==> config.mk <==
export PLATFORM = sky130hd
export DESIGN_NAME = ttli_front
export DESIGN_NICKNAME = d
export VERILOG_FILES = /design/src/hdl/ttli_pkg.sv /design/src/hdl/ttli_front.sv
export SDC_FILE = /design/constraint.sdc
export NUM_CORES = 1
export LEC_CHECK = 0
export ABC_CLOCK_PERIOD_IN_PS = 11600
export BUFFER_PORTS_ARGS = -buffer_cell sky130_fd_sc_hd__clkbuf_2
export CAP_MARGIN = 20
export CELL_PAD_IN_SITES_DETAIL_PLACEMENT = 0
export CELL_PAD_IN_SITES_GLOBAL_PLACEMENT = 1
export CORE_MARGIN = 5
export CORE_UTILIZATION = 49
export CTS_BUF_LIST = sky130_fd_sc_hd__clkbuf_8
export DETAILED_ROUTE_END_ITERATION = 10
export PLACE_DENSITY = 0.95
export SLEW_MARGIN = 15
export SYNTH_ARGS = -nofsm -noshare
export SYNTH_HDL_FRONTEND = slang
export SYNTH_SLANG_ARGS = --single-unit
==> constraint.sdc <==
create_clock -name clk -period 11.6 [get_ports clk]
set_input_delay 2.32 -clock clk [delete_from_list [all_inputs] [get_ports clk]]
set_output_delay 2.32 -clock clk [all_outputs]
set_load 0.05 [all_outputs]
==> src/hdl/ttli_pkg.sv <==
// shared constants and types of the time table linear interpolator
package ttli_pkg;

	localparam int TABLE_DEPTH = 1024;
	localparam int IDX_W       = $clog2(TABLE_DEPTH);
	localparam int CNT_W       = IDX_W + 1;
	localparam int WEIGHT_BITS = 16;
	localparam int WFULL_W     = WEIGHT_BITS + 1;
	localparam int KW          = $clog2(WEIGHT_BITS) + 1;
	localparam int PROD_W      = 32 + WFULL_W;

	localparam logic [1:0] ACT_APPEND = 2'd0;
	localparam logic [1:0] ACT_QUERY  = 2'd1;
	localparam logic [1:0] ACT_CLEAR  = 2'd2;

	localparam logic [1:0] ST_DONE      = 2'd0;
	localparam logic [1:0] ST_FULL      = 2'd1;
	localparam logic [1:0] ST_NOT_FOUND = 2'd2;

	typedef struct packed {
		logic [1:0]  action;
		logic [63:0] tstamp;
		logic [15:0] dx;
		logic [15:0] dy;
		logic [15:0] dz;
		logic [31:0] rng;
	} cmd_t;

endpackage

==> src/hdl/ttli_front.sv <==
// front end: accepts input beats into a two-entry command queue
module ttli_front import ttli_pkg::*; (
	input  logic    clk,
	input  logic    arst_n,
	input  logic    push,
	output logic    full,
	input  cmd_t    in_cmd,
	output cmd_t    cmd,
	input  logic    cmd_pop,
	output logic    cmd_valid
);

	cmd_t       q_q [2];
	logic [1:0] cnt_q;
	logic       wr_ptr_q;
	logic       rd_ptr_q;
	logic       do_push;
	logic       do_pop;

	assign full      = (cnt_q == 2'd2);
	assign cmd_valid = (cnt_q != 2'd0);
	assign cmd       = q_q[rd_ptr_q];
	assign do_push   = push && !full;
	assign do_pop    = cmd_pop && cmd_valid;

	always_ff @(posedge clk or negedge arst_n) begin
		if (!arst_n) begin
			cnt_q    <= 2'd0;
			wr_ptr_q <= 1'b0;
			rd_ptr_q <= 1'b0;
		end else begin
			if (do_push)
				wr_ptr_q <= ~wr_ptr_q;
			if (do_pop)
				rd_ptr_q <= ~rd_ptr_q;
			if (do_push && !do_pop)
				cnt_q <= cnt_q + 2'd1;
			else if (!do_push && do_pop)
				cnt_q <= cnt_q - 2'd1;
		end
	end

	always_ff @(posedge clk) begin
		if (do_push) begin
			q_q[wr_ptr_q] <= in_cmd;
		end
	end

endmodule

### Word level (Yosys, flattened, before mapping)

Memory sizes are Yosys's and may differ from the RTL's.
Index checks and enable logic that the tools add are counted.

| word-level totals | value |
|---|---|
| flip-flop bits (word level) | 4 |
| latch bits | 0 |
| bits in writable memories | 292 |
| ROM bits | 0 |
| output and inout bits | 148 |
| logic and storage cells | 22 |
| memories kept | 1 |

| cells by class | value |
|---|---|
| add/sub/neg operators | 2 |
| multiply operators | 0 |
| divide/modulo/power cells | 0 |
| order comparisons | 0 |
| equality and inequality tests | 1 |
| shifts and indexed selects | 0 |
| muxes and demuxes | 4 |
| bitwise logic cells | 2 |
| reduce and logical (&&, ||, !) cells | 9 |

Memories:

| name | words | width | read ports | clocked after memory_dff | write ports | RTL line | text |
|---|---|---|---|---|---|---|---|
| q_q | 2 | 146 | 1 | 0 | 1 | ttli_front.sv:13 | `cmd_t q_q [2];` |

Operator list:

| kind | count |
|---|---|
| 1-bit logical AND | 4 |
| 2-bit two-way mux | 2 |
| 2-bit nonzero test | 2 |
| 1-bit zero test | 3 |
| 2-bit by 1-bit adder with 2-bit output, second input constant | 1 |
| 2-bit equality test, second input constant | 1 |
| 1-bit two-way mux | 2 |
| 1-bit inverter | 2 |
| 2-bit by 1-bit subtractor with 2-bit output, second input constant | 1 |

### Logic depth before layout (Yosys ltp)

Gate-level depths: netlist (run 1).

| depth | value |
|---|---|
| depth in word-level cells | 7 |
| mapped depth | 7 |
| gate-level depth less buffers | 7 |

### Worst setup path after synthesis (run 1)

OpenSTA, ideal clock, no wires.

| timing path | value |
|---|---|
| path kind | input to register |
| start point | input port push |
| end point | memory q_q[0][0] (netlist bit) (enable) |
| data arrival time | 8.471 ns |
| required time | 10.947 ns |
| setup slack | 2.476 ns |
| stages | 2 |
| buffers on the path | 0 |
| cell sequence | nand2_1 -> nor2_1 |

| on the way | value |
|---|---|
| longest elaborated chain between the ends | 3 |

Ends and longest elaborated chain:

| what | RTL line | text |
|---|---|---|
| start: declaration | ttli_front.sv:5 | `input logic push,` |
| 1-bit logical AND | ttli_front.sv:23 | `assign do_push = push && !full;` |
| 1-bit two-way mux | ttli_front.sv:44 | `if (do_push) begin` |
| 1-bit two-way mux (not written as such) | ttli_front.sv:45 | `q_q[wr_ptr_q] <= in_cmd;` |
| end: declaration | ttli_front.sv:13 |  |

Every way passes these cells.

==> results.sh, run 1 <==
export IMPL_cts_hold_buf=0
export IMPL_viasPerCell=4.95
export IMPL_synth_nets=624
export IMPL_grt_util_all_layers_pct=16.0
export IMPL_cp_start_kind="flop"
export IMPL_clockRootBuffer="clkbuf_8"
export IMPL_num_rows=54
export IMPL_initial_utilization_pct=49.6
export IMPL_leakage_nw=5.11
export IMPL_routed_wl_um=20800
export IMPL_critical_path_endpoint_type="primary output"
export IMPL_clock_latency_ns=0.52
export IMPL_cp_max_fo=77
export IMPL_place_congestion=0.764
export IMPL_hold_start="cnt_q[1]"
export IMPL_finalCritPeriodShare_pct=48.1
export IMPL_status="finished clean"
export IMPL_numCtsBuffers=46
export IMPL_postCtsSetupBuffers=0
export IMPL_portBuffers=297
export IMPL_rsz0062_at_grt="false"
export IMPL_hpwl_um=14000
export IMPL_cts_max_level=2
export IMPL_drive_above_1_share_pct=60.1
export IMPL_die_y_um=158
export IMPL_core_um2=21800
export IMPL_r2r_start="cnt_q[0]"
export IMPL_clockBufferDepth=3
export IMPL_cp_required_ns=9.28
export IMPL_max_freq_mhz=179
export IMPL_drt_iter0_markers=285
export IMPL_vdd_drop_max_mv=0.196
export IMPL_cp_arrival_ns=3.26
export IMPL_synthToLayoutAreaGrowth_pct=23.3
export IMPL_clk_pin_slew_ns=0.05
export IMPL_dieArea_um2=25100
export IMPL_grt_max_degree=79
export IMPL_critPathLaunch="rd_ptr_q"
export IMPL_grt_pass1_wl_um=31200
export IMPL_hold_class="flop to flop"
export IMPL_yosys_warnings=0
export IMPL_clkSinkCount=296
export IMPL_synth_cell_types=14
export IMPL_multiInputGateArea_um2=1750
export IMPL_fin_skew_ns=0.0190
export IMPL_antenna_left=0
export IMPL_hold_violations=0
export IMPL_relSlewSlack_pct=30.3
export IMPL_tns_ns=0
export IMPL_vias=5537
export IMPL_synth_area_um2=10800
export IMPL_postSynthCellCount=473
export IMPL_antenna_found_initial=2
export IMPL_critPathKind="flop to primary output"
export IMPL_cap_violations=0
export IMPL_wl_per_cell_um=18.6
export IMPL_fin_util_pct=61.1
export IMPL_worst_slack_ns=6.02
export IMPL_synth_seq_cells=296
export IMPL_final_seq_area_um2=8870
export IMPL_nets=957
export IMPL_seq_area_frac_synth_pct=82.2
export IMPL_fill_cells=1589
export IMPL_worstMarginPinSlew_ns=1.05
export IMPL_cts_tree="yes"
export IMPL_drc=0
export IMPL_slew_violations=0
export IMPL_synth_avg_cell_area_um2=22.8
export IMPL_die_w_um=158
export IMPL_cellPowerDensity_nw_per_um2=297
export IMPL_post_route_min_period_ns=5.58
export IMPL_grt_overflow_total=0
export IMPL_post_cts_resized=0
export IMPL_io_pins=298
export IMPL_firstDrtPassIters=4
export IMPL_setup_violations=0
export IMPL_grt_pass1_vias=5948
export IMPL_place_ws_ns=6.53
cell usage in the layout, fill, tap and decap left out, types with 2 or more instances in the layout:
cell type,synthesis,final
clkbuf_8,0,49
xnor2_1,3,3
clkinv_1,0,13
edfxtp_1,292,292
clkinv_2,0,4
mux2_2,146,146
nand2_1,2,2
inv_1,2,16
buf_4,0,4
dfrtp_1,4,3
xor2_1,2,2
clkbuf_2,0,297
layout make-up:
type	instances	share of cell area, %
Sequential cell	296	66.8
Multi-Input combinational cell	159	13.1
Timing Repair Buffer	301	11.4
Clock buffer	49	5.07
Tap cell	280	2.64
Clock inverter	31	0.913
Inverter	2	0.0565
Antenna cell	1	0.0188
sequential cells by signal, summed over array words and instances (netlist names):
register,cells
wr_ptr_q,1
cnt_q,2
q_q,292
rd_ptr_q,1
through the flow:
stage | total power [mW] | hold slack (ns) | cell area (um2) | instances
detailed placement | 3.24 | 0.490 | 12500 | 1038
global route | 4.13 | 0.513 | 13300 | 1119
global placement | 3.22 | 0.477 | 12500 | 1038
CTS | 4.01 | 0.498 | 13300 | 1118
floorplan | 2.95 | 0.456 | 10800 | 473
finish | 3.95 | 0.489 | 13300 | 1119
layer usage:
metal	wire, um	global-route usage (%)
met4	365	4.79
met2	10700	28.0
met1	7860	18.6
met3	1880	5.90
met5	18	0
critical path, cell delays in order, from the launching register on:
cell and delay, ns:
dfrtp_4 1.02, buf_4 0.89, mux2_2 0.42, clkbuf_2 0.25
report_power, final:
part / internal (mW) / switching (mW)
sequential: 1.47 / 0.0989
combinational: 0.425 / 1.21
clock: 0.387 / 0.363
total: 2.28 / 1.67
Yosys cell counts:
library cell | n | area, um2
nor2_1 | 2 | 7.51
dfrtp_1 | 4 | 100
nand2b_1 | 1 | 6.26
buf_2 | 1 | 5.00
xnor2_1 | 3 | 26.3
or2_2 | 1 | 6.26
edfxtp_1 | 292 | 8770
ha_1 | 1 | 12.5
buf_6 | 15 | 169
xor2_1 | 2 | 17.5
inv_1 | 2 | 7.51
mux2_2 | 146 | 1640
and3_1 | 1 | 6.26
nand2_1 | 2 | 7.51
cells by family (layout without fill, tap and decap cells):
kind of cell | count (synthesis) | count (layout) | synth area share [%]
flip-flops | 296 | 296 | 82.2
multiplexers | 146 | 146 | 15.2
buffers and inverters | 18 | 383 | 1.68
AND/OR/NAND/NOR | 7 | 7 | 0.313
XOR/XNOR | 5 | 5 | 0.406
adder cells (fa/ha/maj) | 1 | 1 | 0.116
other | 0 | 1 | 0
final timing paths:
kind / to / slack, ns / cells after the start
min in group asynchronous: wr_ptr_q / 1.60 / 1
max in group asynchronous: rd_ptr_q / 9.84 / 1
hold reg to reg: cnt_q[1] / 0.49 / 1
setup reg to reg: q_q[1][143] / 8.79 / 3
hold / removal: cnt_q[1] / 0.49 / 1
setup / recovery: cmd[138] / 6.02 / 3
Note: power is estimated with default switching activity, not from simulation.
==> run 2, diff against run 1 <==
ABC_CLOCK_PERIOD_IN_PS = 5310   (was 11600)
CORE_UTILIZATION = 46   (was 49)
PLACE_DENSITY = 0.93   (was 0.95)
clock period = 5.31 ns   (was 11.6 ns; I/O delays follow)
==> run 2 against run 1 <==
Against the previous run: total power increased by 120%; non-clock buffer count increased by 1; largest power group unchanged; largest cell class unchanged; clock power rose by 120%.
==> results.sh, run 2 (synthesized netlist as in run 1, its figures left out) <==
export IMPL_grt_overflow_total=0
export IMPL_pwr_share_comb_pct=42.2
export IMPL_diodes=0
export IMPL_drc=0
export IMPL_leakage_nw=5.16
export IMPL_antenna_found_initial=1
export IMPL_clockRootBuffer="clkbuf_8"
export IMPL_place_congestion=0.753
export IMPL_postCtsSetupBuffers=0
export IMPL_grt_max_degree=147
export IMPL_drt_iter0_markers=368
export IMPL_numCtsBuffers=47
export IMPL_wl_per_cell_um=18.4
export IMPL_grt_pass1_vias=6151
export IMPL_antenna_left=0
export IMPL_largest_register_ffs=292
export IMPL_clock_latency_ns=0.52
export IMPL_worstMarginPinSlew_ns=0.973
export IMPL_switching_share_pct=42.1
export IMPL_hold_violations=0
export IMPL_grt_pass1_wl_um=32000
export IMPL_cellPowerDensity_nw_per_um2=648
export IMPL_status="finished clean"
export IMPL_cts_hold_buf=0
export IMPL_fin_skew_ns=0.0143
export IMPL_largest_registers="q_q x292, cnt_q x2"
export IMPL_routed_wl_um=21400
export IMPL_final_common_cell="clkbuf_2"
export IMPL_die_w_um=163
export IMPL_clkPwrFrac_pct=19.2
export IMPL_cp_max_fo=45
export IMPL_vias=5603
export IMPL_netSwitchingPower_mw=3.66
export IMPL_synthToLayoutAreaGrowth_pct=24.4
export IMPL_critPathKind="flop to primary output"
export IMPL_p_int_mw=5.03
export IMPL_drive_above_1_share_pct=60.1
export IMPL_cp_required_ns=4.25
export IMPL_relSlewSlack_pct=35.2
export IMPL_use_met3_pct=5.48
export IMPL_portBuffers=297
export IMPL_hpwl_um=14300
export IMPL_setup_violations=0
export IMPL_critical_path_endpoint_type="primary output"
export IMPL_io_pins=298
export IMPL_top_register="q_q"
export IMPL_finalCritPeriodShare_pct=66.0
export IMPL_grt_util_all_layers_pct=15.4
export IMPL_final_cell_mix="clkbuf_2, edfxtp_1, mux2_2"
export IMPL_post_cts_resized=0
export IMPL_holdWs_ns=0.336
export IMPL_vdd_drop_max_mv=0.467
export IMPL_die_y_um=163
export IMPL_tns_ns=0
export IMPL_seq_power_share_pct=38.7
export IMPL_use_met1_pct=17.2
export IMPL_groute_layer_met2_usage_pct=27.3
export IMPL_cp_arrival_ns=2.44
export IMPL_hold_class="input port to async pin"
export IMPL_rsz0062_at_grt="false"
export IMPL_initial_utilization_pct=46.4
export IMPL_nets=959
export IMPL_cp_start_kind="flop"
export IMPL_num_rows=56
export IMPL_viasPerCell=4.83
export IMPL_max_freq_mhz=285
export IMPL_top_usage_layer="met2"
export IMPL_post_route_min_period_ns=3.50
export IMPL_clk_pin_slew_ns=0.06
export IMPL_dieArea_um2=26600
export IMPL_firstDrtPassIters=4
export IMPL_clockBufferDepth=3
export IMPL_cts_max_level=2
export IMPL_slew_violations=0
export IMPL_cts_tree="yes"
export IMPL_cap_violations=0
export IMPL_worst_slack_ns=1.81
export IMPL_core_um2=23300
export IMPL_clkSinkCount=296
export IMPL_place_ws_ns=2.32
-- run 2: changes by cell type in the layout (fill, tap and decap cells not counted), moves of 2 or more --
cell,delta
clkinv_1,-4
buf_4,-2
buf_12,+3
inv_1,+6
clkbuf_8,+2
-- run 2: layout make-up --
cell class / count / area [um2]
fill: 1810 / 9850
sequential: 296 / 8870
multi-input combinational: 159 / 1750
timing repair buffer: 302 / 1560
clock buffer: 51 / 702
tap: 319 / 399
clock inverter: 32 / 124
inverter: 2 / 7.51
-- run 2: final timing paths --
check                      startpoint          end  slack, ns  cells after the start
setup / recovery             rd_ptr_q      cmd[85]       1.81                      3
hold / removal                 arst_n     wr_ptr_q       0.34                      1
setup reg to reg             cnt_q[0]  q_q[0][141]       3.33                      4
hold reg to reg              cnt_q[1]     cnt_q[1]       0.49                      1
max in group asynchronous      arst_n     rd_ptr_q       4.83                      1
min in group clk             cnt_q[1]     cnt_q[1]       0.49                      1
-- run 2: per-stage QoR --
stage	power, mW	cells	util [%]	instance area (um2)
2_1_floorplan	6.40	473	-	10800
3_3_place_gp	7.05	1078	54.1	12600
3_5_place_dp	7.11	1078	54.1	12600
4_1_cts	8.81	1161	57.7	13400
5_1_grt	9.08	1161	57.7	13400
6_report	8.69	1161	57.7	13400
-- run 2: critical path, stage by stage (launching register included) --
cell and delay, ns:
dfrtp_4 0.65, buf_4 0.57, mux2_2 0.41, clkbuf_2 0.24
-- run 2: per-layer routing --
metal	up-vias	share of wire, %	routed length (um)
met5	-	0.061	13
met4	2	2.8	589
met3	55	8.8	1890
met2	228	51	11000
met1	2747	37	7900
li1	2571	-	-
-- run 2: power by group through the flow --
stage | sequential (mW) | combinational [mW] | clock (mW)
after global routing | 3.40 | 3.83 | 1.85
after floorplan | 3.38 | 3.02 | 0
after CTS | 3.37 | 3.71 | 1.73
after detailed placement | 3.41 | 3.70 | 0
final | 3.36 | 3.66 | 1.66
after global placement | 3.38 | 3.67 | 0
==> run 3, diff against run 2 <==
ABC_CLOCK_PERIOD_IN_PS = 3400   (was 5310)
clock period = 3.4 ns   (was 5.31 ns; I/O delays follow)
==> run 3 against run 2 <==
Against the previous run: final cell count is 0.26% higher; first-iteration DRC count is 25% lower; die area is the same; sequential share of layout area decreased by 0.15 points; clock skew fell by 0.0041 ns; critical path type unchanged; highest routed layer is now met4; total power up 56%; core utilization is 0.13 points higher.
==> results.sh, run 3 (synthesized netlist as in run 1, its figures left out) <==
export IMPL_design_area_um2=13400
export IMPL_drive_above_1_share_pct=59.8
export IMPL_tns_ns=0
export IMPL_top_register="q_q"
export IMPL_cp_start_kind="flop"
export IMPL_hold_violations=0
export IMPL_finalCritPeriodShare_pct=89.4
export IMPL_setup_violations=0
export IMPL_max_freq_mhz=329
export IMPL_max_stage_delay_ns=0.83
export IMPL_hold_class="input port to flop"
export IMPL_grt_util_all_layers_pct=15.4
export IMPL_fin_skew_ns=0.0102
export IMPL_antenna_found_initial=0
export IMPL_clkSinkCount=296
export IMPL_worstMarginPinSlew_ns=0.821
export IMPL_critPathKind="flop to primary output"
export IMPL_slew_violations=0
export IMPL_post_cts_resized=0
export IMPL_firstDrtPassIters=4
export IMPL_crit_family="flip-flops"
export IMPL_clockBufferDepth=3
export IMPL_antenna_left=0
export IMPL_crit_buf_inv=2
export IMPL_final_common_cell="clkbuf_2"
export IMPL_rsz0062_at_grt="false"
export IMPL_num_rows=56
export IMPL_cp_slowest_cell="dfrtp_4"
export IMPL_cp_max_fo=44
export IMPL_post_route_min_period_ns=3.04
export IMPL_routed_wl_um=21200
export IMPL_place_ws_ns=0.892
export IMPL_clock_latency_ns=0.52
export IMPL_final_cell_mix="clkbuf_2, edfxtp_1, mux2_2"
export IMPL_dieArea_um2=26600
export IMPL_critical_path_endpoint_type="primary output"
export IMPL_die_y_um=163
export IMPL_cap_violations=0
export IMPL_grt_overflow_total=0
export IMPL_io_pins=298
export IMPL_relSlewSlack_pct=45.3
export IMPL_largest_registers="q_q x292, cnt_q x2"
export IMPL_largest_register_ffs=292
export IMPL_drc=0
export IMPL_cp_required_ns=2.72
export IMPL_diodes=0
export IMPL_hpwl_um=14000
export IMPL_vias=5519
export IMPL_place_congestion=0.757
export IMPL_drt_iter0_markers=275
export IMPL_cp_cell_sequence="buf_12 -> mux2_2 -> clkbuf_2"
export IMPL_viasPerCell=4.74
export IMPL_cp_arrival_ns=2.36
export IMPL_die_w_um=163
export IMPL_clk_pin_slew_ns=0.06
export IMPL_grt_pass1_wl_um=31800
export IMPL_holdWs_ns=0.337
export IMPL_cellPowerDensity_nw_per_um2=1010
export IMPL_postCtsSetupBuffers=0
export IMPL_initial_utilization_pct=46.4
export IMPL_leakage_nw=5.15
export IMPL_grt_max_degree=147
export IMPL_worst_slack_ns=0.360
export IMPL_vdd_drop_max_mv=0.622
export IMPL_cts_max_level=2
export IMPL_cts_tree="yes"
export IMPL_nets=962
export IMPL_synthToLayoutAreaGrowth_pct=24.7
export IMPL_status="finished clean"
export IMPL_numCtsBuffers=46
export IMPL_wl_per_cell_um=18.2
export IMPL_portBuffers=297
export IMPL_core_um2=23300
export IMPL_grt_pass1_vias=5920
export IMPL_placed_area_um2=12600
export IMPL_clockRootBuffer="clkbuf_8"
run 3: cell count changes in the layout (fill, tap and decap cells not counted), sizes merged:
cell,delta
clkinv,+6
inv,-5
clkbuf,-2
dlygate4sd3,+1
buf,+3
run 3: what timing repair did:
action                                  in CTS  in global routing
endpoints found under the hold margin        4                  0
hold buffers                                 1                  0
endpoints found under the setup margin       0                  0
run 3: path summary, 6_finish.rpt:
check                                start          end  slack (ns)  cells past startpoint
worst max-delay path              rd_ptr_q      cmd[69]        0.36                      3
worst min-delay path            in_cmd[64]   q_q[1][64]        0.34                      1
worst max register to register    cnt_q[0]  q_q[1][113]        1.57                      3
worst min register to register    cnt_q[1]     cnt_q[1]        0.50                      1
max in group asynchronous           arst_n     rd_ptr_q        2.76                      2
min in group asynchronous           arst_n     cnt_q[0]        0.50                      2
run 3: per-layer routing:
| layer | GRT usage, % | share of wire (%) | routed length [um] | vias up |
|---|---|---|---|---|
| met4 | 5.03 | 2.3 | 482 | 0 |
| met5 | 0 | 0 | 0 | - |
| met1 | 18.4 | 38 | 8140 | 2671 |
| met2 | 26.3 | 51 | 10800 | 226 |
| li1 | - | - | - | 2581 |
| met3 | 5.22 | 8.2 | 1750 | 41 |
run 3: stage by stage:
step / power, mW / cells / util, %
2_1_floorplan: 9.95 / 473 / -
3_3_place_gp: 11.1 / 1081 / 54.3
3_5_place_dp: 11.2 / 1081 / 54.3
4_1_cts: 13.8 / 1164 / 57.8
5_1_grt: 14.2 / 1164 / 57.8
6_report: 13.6 / 1164 / 57.8
run 3: cell type report:
class,count,area (um2)
sequential,296,8870
fill,1785,9820
tap,319,399
clock buffer,49,674
inverter,2,7.51
clock inverter,33,125
multi-input combinational,159,1750
timing repair buffer,306,1620
run 3: worst register-to-register path, cell delays in order, from the launching register on:
cell and delay [ns]:
dfrtp_1 0.40, nand2b_1 0.17, and3_4 0.21, buf_12 0.57
run 3: report_power, final:
group / internal (mW) / total (mW) / switching [mW]
Clock: 1.32 / 2.55 / 1.24
Sequential: 4.99 / 5.28 / 0.282
Combinational: 1.53 / 5.75 / 4.21
Total: 7.85 / 13.6 / 5.73
